--- src/rtl/ezk_pkg.sv ---
// Shared types, constants and arithmetic helpers for the z-y-x Euler joint kinematics block.
// No dependencies; every other file in rtl imports this package.
`timescale 1ns / 1ps
package ezk_pkg;

    localparam int TRIG_ITERATIONS_DEF = 16;
    localparam int ATAN_ENTRIES        = 24;
    localparam int RESULTS             = 8;
    localparam int MERGE_LAT           = 3;

    localparam int ANG_W  = 16;
    localparam int RATE_W = 16;
    localparam int Z_W    = 29;
    localparam int TRIG_W = 27;
    localparam int VAL_W  = 32;

    localparam logic signed [Z_W-1:0] ANG_PI       = 29'sd52707179;
    localparam logic signed [Z_W-1:0] ANG_HALF_PI  = 29'sd26353589;
    localparam logic signed [Z_W-1:0] ANG_TWO_PI   = 29'sd105414357;
    localparam logic signed [TRIG_W-1:0] CORDIC_START = 27'sd10188014;

    localparam logic [1:0] KIND_ROT  = 2'd0;
    localparam logic [1:0] KIND_SUB  = 2'd1;
    localparam logic [1:0] KIND_VEL  = 2'd2;
    localparam logic [1:0] KIND_BIAS = 2'd3;

    typedef struct packed {
        logic signed [TRIG_W-1:0] sin;
        logic signed [TRIG_W-1:0] cos;
    } t_trig;

    typedef struct packed {
        logic signed [VAL_W-1:0] a;
        logic signed [VAL_W-1:0] b;
        logic signed [VAL_W-1:0] c;
    } t_vec;

    function automatic logic signed [Z_W-1:0] atan_q24(input int idx);
        logic signed [Z_W-1:0] v;
        case (idx)
            0:  v = 29'sd13176795;
            1:  v = 29'sd7778716;
            2:  v = 29'sd4110060;
            3:  v = 29'sd2086331;
            4:  v = 29'sd1047214;
            5:  v = 29'sd524117;
            6:  v = 29'sd262123;
            7:  v = 29'sd131069;
            8:  v = 29'sd65536;
            9:  v = 29'sd32768;
            10: v = 29'sd16384;
            11: v = 29'sd8192;
            12: v = 29'sd4096;
            13: v = 29'sd2048;
            14: v = 29'sd1024;
            15: v = 29'sd512;
            16: v = 29'sd256;
            17: v = 29'sd128;
            18: v = 29'sd64;
            19: v = 29'sd32;
            20: v = 29'sd16;
            21: v = 29'sd8;
            22: v = 29'sd4;
            23: v = 29'sd2;
            default: v = '0;
        endcase
        return v;
    endfunction

    function automatic logic signed [TRIG_W-1:0] mul24(input logic signed [TRIG_W-1:0] a,
                                                       input logic signed [TRIG_W-1:0] b);
        logic signed [2*TRIG_W-1:0] p;
        logic signed [2*TRIG_W-1:0] r;
        p = (2*TRIG_W)'(a) * (2*TRIG_W)'(b);
        r = (p + ((2*TRIG_W)'(1) <<< 23)) >>> 24;
        return r[TRIG_W-1:0];
    endfunction

    function automatic logic signed [VAL_W-1:0] rnd_sat(input logic signed [63:0] v,
                                                        input int unsigned s);
        logic signed [63:0] t;
        t = (v + (64'sd1 <<< (s - 1))) >>> s;
        if (t > 64'sd2147483647) begin
            t = 64'sd2147483647;
        end else if (t < -64'sd2147483648) begin
            t = -64'sd2147483648;
        end
        return t[VAL_W-1:0];
    endfunction

    function automatic logic [1:0] kind_of(input logic [2:0] idx);
        logic [1:0] k;
        case (idx)
            3'd0, 3'd1, 3'd2: k = KIND_ROT;
            3'd3, 3'd4, 3'd5: k = KIND_SUB;
            3'd6:             k = KIND_VEL;
            default:          k = KIND_BIAS;
        endcase
        return k;
    endfunction

    function automatic logic [1:0] row_of(input logic [2:0] idx);
        logic [1:0] r;
        case (idx)
            3'd0, 3'd3: r = 2'd0;
            3'd1, 3'd4: r = 2'd1;
            3'd2, 3'd5: r = 2'd2;
            default:    r = 2'd0;
        endcase
        return r;
    endfunction

endpackage

--- src/rtl/ezk_cordic_lane.sv ---
// One pipelined CORDIC lane: quadrant reduction, then one register stage per iteration.
// Depends on ezk_pkg for the angle constants, arctangent table and trig struct.
`timescale 1ns / 1ps
module ezk_cordic_lane #(
    parameter int TRIG_ITERATIONS = ezk_pkg::TRIG_ITERATIONS_DEF
) (
    input  logic                                i_clk,
    input  logic                                i_en,
    input  logic signed [ezk_pkg::ANG_W-1:0]    i_angle,
    output ezk_pkg::t_trig                      o_trig
);
    import ezk_pkg::*;

    localparam int N = (TRIG_ITERATIONS > ATAN_ENTRIES) ? ATAN_ENTRIES : TRIG_ITERATIONS;

    logic signed [TRIG_W-1:0] r_x [N+1];
    logic signed [TRIG_W-1:0] r_y [N+1];
    logic signed [Z_W-1:0]    r_z [N+1];
    logic                     r_flip [N+1];

    logic signed [Z_W-1:0] w_z0;
    logic signed [Z_W-1:0] w_z1;
    logic signed [Z_W-1:0] w_z2;
    logic                  w_flip;

    always_comb begin
        w_z0 = {{(Z_W-ANG_W-12){i_angle[ANG_W-1]}}, i_angle, 12'b0};
        if (w_z0 > ANG_PI) begin
            w_z1 = w_z0 - ANG_TWO_PI;
        end else if (w_z0 < -ANG_PI) begin
            w_z1 = w_z0 + ANG_TWO_PI;
        end else begin
            w_z1 = w_z0;
        end
        if (w_z1 > ANG_HALF_PI) begin
            w_z2   = w_z1 - ANG_PI;
            w_flip = 1'b1;
        end else if (w_z1 < -ANG_HALF_PI) begin
            w_z2   = w_z1 + ANG_PI;
            w_flip = 1'b1;
        end else begin
            w_z2   = w_z1;
            w_flip = 1'b0;
        end
    end

    always_ff @(posedge i_clk) begin
        if (i_en) begin
            r_x[0]    <= CORDIC_START;
            r_y[0]    <= '0;
            r_z[0]    <= w_z2;
            r_flip[0] <= w_flip;
        end
    end

    for (genvar i = 0; i < N; i++) begin : g_iter
        always_ff @(posedge i_clk) begin
            if (i_en) begin
                r_flip[i+1] <= r_flip[i];
                if (!r_z[i][Z_W-1]) begin
                    r_x[i+1] <= r_x[i] - (r_y[i] >>> i);
                    r_y[i+1] <= r_y[i] + (r_x[i] >>> i);
                    r_z[i+1] <= r_z[i] - atan_q24(i);
                end else begin
                    r_x[i+1] <= r_x[i] + (r_y[i] >>> i);
                    r_y[i+1] <= r_y[i] - (r_x[i] >>> i);
                    r_z[i+1] <= r_z[i] + atan_q24(i);
                end
            end
        end
    end

    assign o_trig.cos = r_flip[N] ? -r_x[N] : r_x[N];
    assign o_trig.sin = r_flip[N] ? -r_y[N] : r_y[N];

endmodule

--- config.mk ---
export PLATFORM = sky130hd
export DESIGN_NAME = ezk_cordic_lane
export DESIGN_NICKNAME = d
export VERILOG_FILES = /design/src/rtl/ezk_pkg.sv /design/src/rtl/ezk_cordic_lane.sv
export SDC_FILE = /design/constraint.sdc
export NUM_CORES = 2
export LEC_CHECK = 0
export BUFFER_PORTS_ARGS = -buffer_cell sky130_fd_sc_hd__buf_2
export CAP_MARGIN = 20
export CORE_MARGIN = 5
export CORE_UTILIZATION = 65
export CTS_CLUSTER_DIAMETER = 80
export CTS_CLUSTER_SIZE = 10
export DETAILED_ROUTE_END_ITERATION = 10
export GPL_TIMING_DRIVEN = 0
export PLACE_DENSITY_LB_ADDON = 0.25
export SLEW_MARGIN = 10
export SYNTH_ARGS = -nofsm -noshare
export SYNTH_HDL_FRONTEND = slang
export SYNTH_SLANG_ARGS = --single-unit
--- constraint.sdc ---
create_clock -name i_clk -period 7.4 [get_ports i_clk]
set_clock_uncertainty 0.05 [all_clocks]
set_input_delay 1.48 -clock i_clk [delete_from_list [all_inputs] [get_ports i_clk]]
set_output_delay 1.48 -clock i_clk [all_outputs]
set_load 0.01 [all_outputs]
* Word level (Yosys, flattened, before mapping)
Memory sizes are Yosys's and may differ from the RTL's.
Cells that the tools add are included.
** Storage, ports and cells
- Flip-flop bits (word level) :: 0
- Memory bits (writable) :: 1428
- Input port bits :: 18
- Logic and storage cells :: 311
- Memories kept :: 4
** Cells by class
- $add $sub $neg :: 101
- Order comparisons :: 4
- Multiplexer cells :: 154
- Bitwise logic cells :: 48
** Memories
- r_z :: depth 17, width 29, rd ports 16, clocked after memory_dff 0, write ports 17, RTL line ezk_cordic_lane.sv:18 : logic signed [Z_W-1:0] r_z [N+1];
- r_x :: depth 17, width 27, rd ports 17, clocked after memory_dff 0, write ports 17, RTL line ezk_cordic_lane.sv:16 : logic signed [TRIG_W-1:0] r_x [N+1];
- r_y :: depth 17, width 27, rd ports 17, clocked after memory_dff 0, write ports 17, RTL line ezk_cordic_lane.sv:17 : logic signed [TRIG_W-1:0] r_y [N+1];
- r_flip :: depth 17, width 1, rd ports 17, clocked after memory_dff 0, write ports 17, RTL line ezk_cordic_lane.sv:19 : logic r_flip [N+1];
** Operator list (count)
- 27-bit 2-to-1 mux :: 34
- 29-bit 2-to-1 mux :: 20
- 1-bit 2-to-1 mux :: 100
- 29-bit by 18-bit adder with 29-bit output, second input constant :: 2
- 29-bit by 18-bit subtractor with 29-bit output, second input constant :: 2
- 27-bit by 12-bit adder with 27-bit output :: 2
- 27-bit by 13-bit adder with 27-bit output :: 2
- 27-bit by 14-bit adder with 27-bit output :: 2
- 27-bit by 15-bit adder with 27-bit output :: 2
- 27-bit by 16-bit adder with 27-bit output :: 2
- 27-bit by 17-bit adder with 27-bit output :: 2
- 27-bit by 18-bit adder with 27-bit output :: 2
- 27-bit by 19-bit adder with 27-bit output :: 2
- 27-bit by 20-bit adder with 27-bit output :: 2
- 27-bit by 21-bit adder with 27-bit output :: 2
- 27-bit by 22-bit adder with 27-bit output :: 2
- 27-bit by 23-bit adder with 27-bit output :: 2
- 27-bit by 24-bit adder with 27-bit output :: 2
- 27-bit by 25-bit adder with 27-bit output :: 2
- 27-bit by 26-bit adder with 27-bit output :: 2
- 27-bit negation :: 2
- 27-bit by 12-bit subtractor with 27-bit output :: 2
- 27-bit by 13-bit subtractor with 27-bit output :: 2
- 27-bit by 14-bit subtractor with 27-bit output :: 2
- 51 further kinds :: 111

* Logic depth before layout (Yosys ltp)
- Depth after elaboration :: 6
- Depth in mapped cells :: 21

* Worst setup path before layout
Ideal clock, no wire load.
- Kind :: in2reg
- From :: input port i_en
- To :: memory r_y[8][26] (data pin)
- Library setup time :: 260 ps
- Data arrival time :: 5737 ps
- Required time :: 7090 ps
- Slack :: 1353 ps
- Stages :: 19
- Path buffers :: 3
- Cells stage by stage :: clkbuf_1 -> clkbuf_1 -> nand2_1 -> inv_2 -> buf_1 -> nor2_1 -> xnor2_1 -> ha_1 -> a21o_1 -> a21oi_1 -> o21bai_1 -> a2111oi_0 -> o31ai_1 -> a21oi_1 -> o31ai_1 -> or4_1 -> a31o_2 -> a21oi_1 -> xnor2_1
** RTL lines
- start: declaration :: RTL line ezk_cordic_lane.sv:8 : input logic i_en,
- end: declaration :: RTL line ezk_cordic_lane.sv:17

==> results.md <==
* Most used cell along the critical path: a21oi_1
* Seq. cell area at 35100 sq um
* # setup viols final at 0
* Commonest cells post-synth: edfxtp_1, ha_1, xnor2_1
* Tmin final at 7.15 ns
* Setup CP Type: input pin to flip-flop
* Outcome: finished, final reports clean
* Worst min path class: flip-flop to flip-flop
* Synth top area share at 0.372
* GPL Wtd Cong at 0.949
* Root buffer cell: clkbuf_16
* Critical path's largest stage delay at 0.62 ns
* R2R depth at 17
* Total CTS buffers at 138
* Cell row count at 140
* Die Ht at 391 um
* # nets final at 11038
* Part of the Yosys area used for sequential elements at 0.372
* Slew margin rel. at 0.212
* Hold WS at 0.368 ns
* Largest net degree at the start of global routing at 68
* Num ports at 72
* Htree depth at 4
* Number of synthesized flops with an enable pin at 1170
* Critical path depth at 20
* Layout fillers at 10985
* Initial antenna violation count at 0
* Worst-path fanout max at 38
* # clock sinks at 1170
* CP cell instances: buf_2 -> buf_12 -> clkbuf_2 -> and2_1 -> inv_1 -> clkbuf_1 -> buf_2 -> o21ai_0 -> ha_1 -> a21o_1 -> a21oi_1 -> o21bai_1 -> a2111oi_0 -> o31ai_1 -> a21oi_1 -> a211oi_1 -> or3_1 -> a31o_2 -> a21oi_1 -> xnor2_1
* Max Buffers Root-to-Sink at 3
* Worst-Margin Slew at 1.18 ns
* Core ar. at 145000 sq um
* DIE AREA at 153000 sq um
* R2r setup slk at 1.48 ns
* Net count after synthesis at 10819
* Dominant synthesized flop cell: edfxtp_1
* Hold Violations, Final at 0
* Yosys top cell by area: edfxtp_1
* Total Routing Usage GR at 0.297
* # port buffers at 58
* RSZ-0062 raised after global routing: no
* Drt drc at 0
* Number of setup buffers added after CTS at 0
* Yosys reg bits at 1170
* Synth top area cells: edfxtp_1, ha_1, xnor2_1, a21oi_1, xor2_1
* Worst Path Buf+Inv at 6
* Die X at 391 um
* DR pass1 iterations at 8
* Skew-Pair Late Insertion Delay at 0.78 ns
* Asr flop ratio synth at 0
* Grt ovf at 0
* Delay-heaviest family, CP: compound AO/OA/AOI/OAI gates
* Max frequency at 140 MHz
* Clk slew on worst S/H paths at 0.06 ns
* Final Cycle Share at 0.966
* First-pass GRT wire length at 371000 um
* Arr. time, crit path at 7.61 ns
* Mapped Cells at 9688
* Worst setup SP type: input pin
* Detailed Route Iter0 Violations at 5448
* Slowest CP cell: o21ai_0
* DPL Wire Length at 184000 um
* Final Max Slew Viols at 0
* Post-DR vias/cell at 6.30
* Layout cell share with drive strength beyond 1 at 0.0401
* Netlist Area Pre-Place at 94500 sq um
* Vias in the first global route at 73451
* Initial Util at 0.652
* Hold path depth at 0
* DR vias at 74650
* Netlist cell types at 93
* Post-Syn Area per Cell at 9.75 sq um
* Max_cap viols at 0
* Wirelength per Cell at 19.6 um
* ANT nets after route at 0
* CTS tree: built
* Area of the multi-input gates at 57000 sq um
* Most frequent cell after synthesis: edfxtp_1
* CP endpoint kind: flip-flop
* Synthesis Warnings at 0
* Area growth syn-to-layout at 7.36%
* Routed WL at 232000 um
* Required time worst endpoint at 7.86 ns
-- worst reg2reg max path: stages, from the launching register on --
cell	delay, ns
edfxtp_1	0.38
and2_1	0.16
clkbuf_1	0.28
inv_1	0.37
buf_1	0.73
o21ai_0	0.40
fa_1	0.53
a21oi_1	0.20
o21bai_1	0.11
a21oi_1	0.20
o21ai_0	0.18
a211oi_1	0.61
a21oi_1	0.29
a21oi_1	0.38
o221ai_1	0.23
or2_2	0.31
a21oi_1	0.18
xnor2_1	0.08
-- what timing repair did --
action,in CTS,in global routing
resized for setup,2,8
hold buffers,0,0
setup endpoints to repair,118,15
endpoints found under the hold margin,0,0
-- cells by family after synthesis --
family,count (synthesis),synth area share
AO/OA/AOI/OAI,2754,0.184
flip-flops,1170,0.372
multiplexers,88,0.00965
buffers and inverters,626,0.0251
AND/OR/NAND/NOR,2519,0.127
adder cells (fa/ha/maj),1113,0.151
XOR/XNOR,1418,0.132
-- sequential cells by signal, summed over array words and instances (netlist names) --
name    count
r_y       405
r_x       386
r_z       362
r_flip     17
-- final timing paths --
check,startpoint,to
min,r_z[10][13]$_DFFE_PP_,r_z[11][13]$_DFFE_PP_
max reg2reg,r_z[13][28]$_DFFE_PP_,r_x[14][24]$_DFFE_PP_
max,i_en,r_x[11][25]$_DFFE_PP_
min reg2reg,r_z[10][13]$_DFFE_PP_,r_z[11][13]$_DFFE_PP_
-- metal layers --
metal | GRT usage | share of wire | up-vias
met4 | 0.138 | 0.048 | 0
met3 | 0.0356 | 0.048 | 638
li1 | - | - | 36140
met1 | 0.354 | 0.41 | 35505
met5 | 0 | 0 | -
met2 | 0.537 | 0.50 | 2367
-- area by class of cell --
cell class / instances / area share
plain buffers: 156 / 0.00676
repair buffers: 81 / 0.00761
multi-input cells: 7892 / 0.562
inverters: 468 / 0.0174
flip-flops and latches: 1170 / 0.346
clock inverters: 19 / 0.00178
clock buffers: 143 / 0.0346
diodes: 1 / 0.0000247
well taps: 1917 / 0.0236
-- layout by cell type, fill, tap and decap left out, types with 148 or more instances in the layout --
cell type and instances:
a21oi_1 960, nand2_1 571, o21ai_0 506, edfxtp_1 1170
nand3_1 169, xnor2_1 965, nor2_1 793, o21bai_1 159
a21o_1 328, ha_1 1070, nand2b_1 148, nor3_1 270
xor2_1 452, inv_1 459
-- metrics by stage --
stage	utilization	setup slack [ns]	TNS, ns	area [sq um]	instances
after floorplan	-	1.35	0	94500	9688
after global placement	0.670	-3.24	-1044.05	97200	11663
after detailed placement	0.674	-2.79	-257.70	97700	11685
after CTS	0.699	0.00375	0	101000	11845
after global routing	0.699	0.000267	0	101000	11846
final	0.699	0.254	0	101000	11847
Power is left out: the tool's default activity adds up to more than one toggle a clock period on the data nets, which glitch-free logic cannot reach.
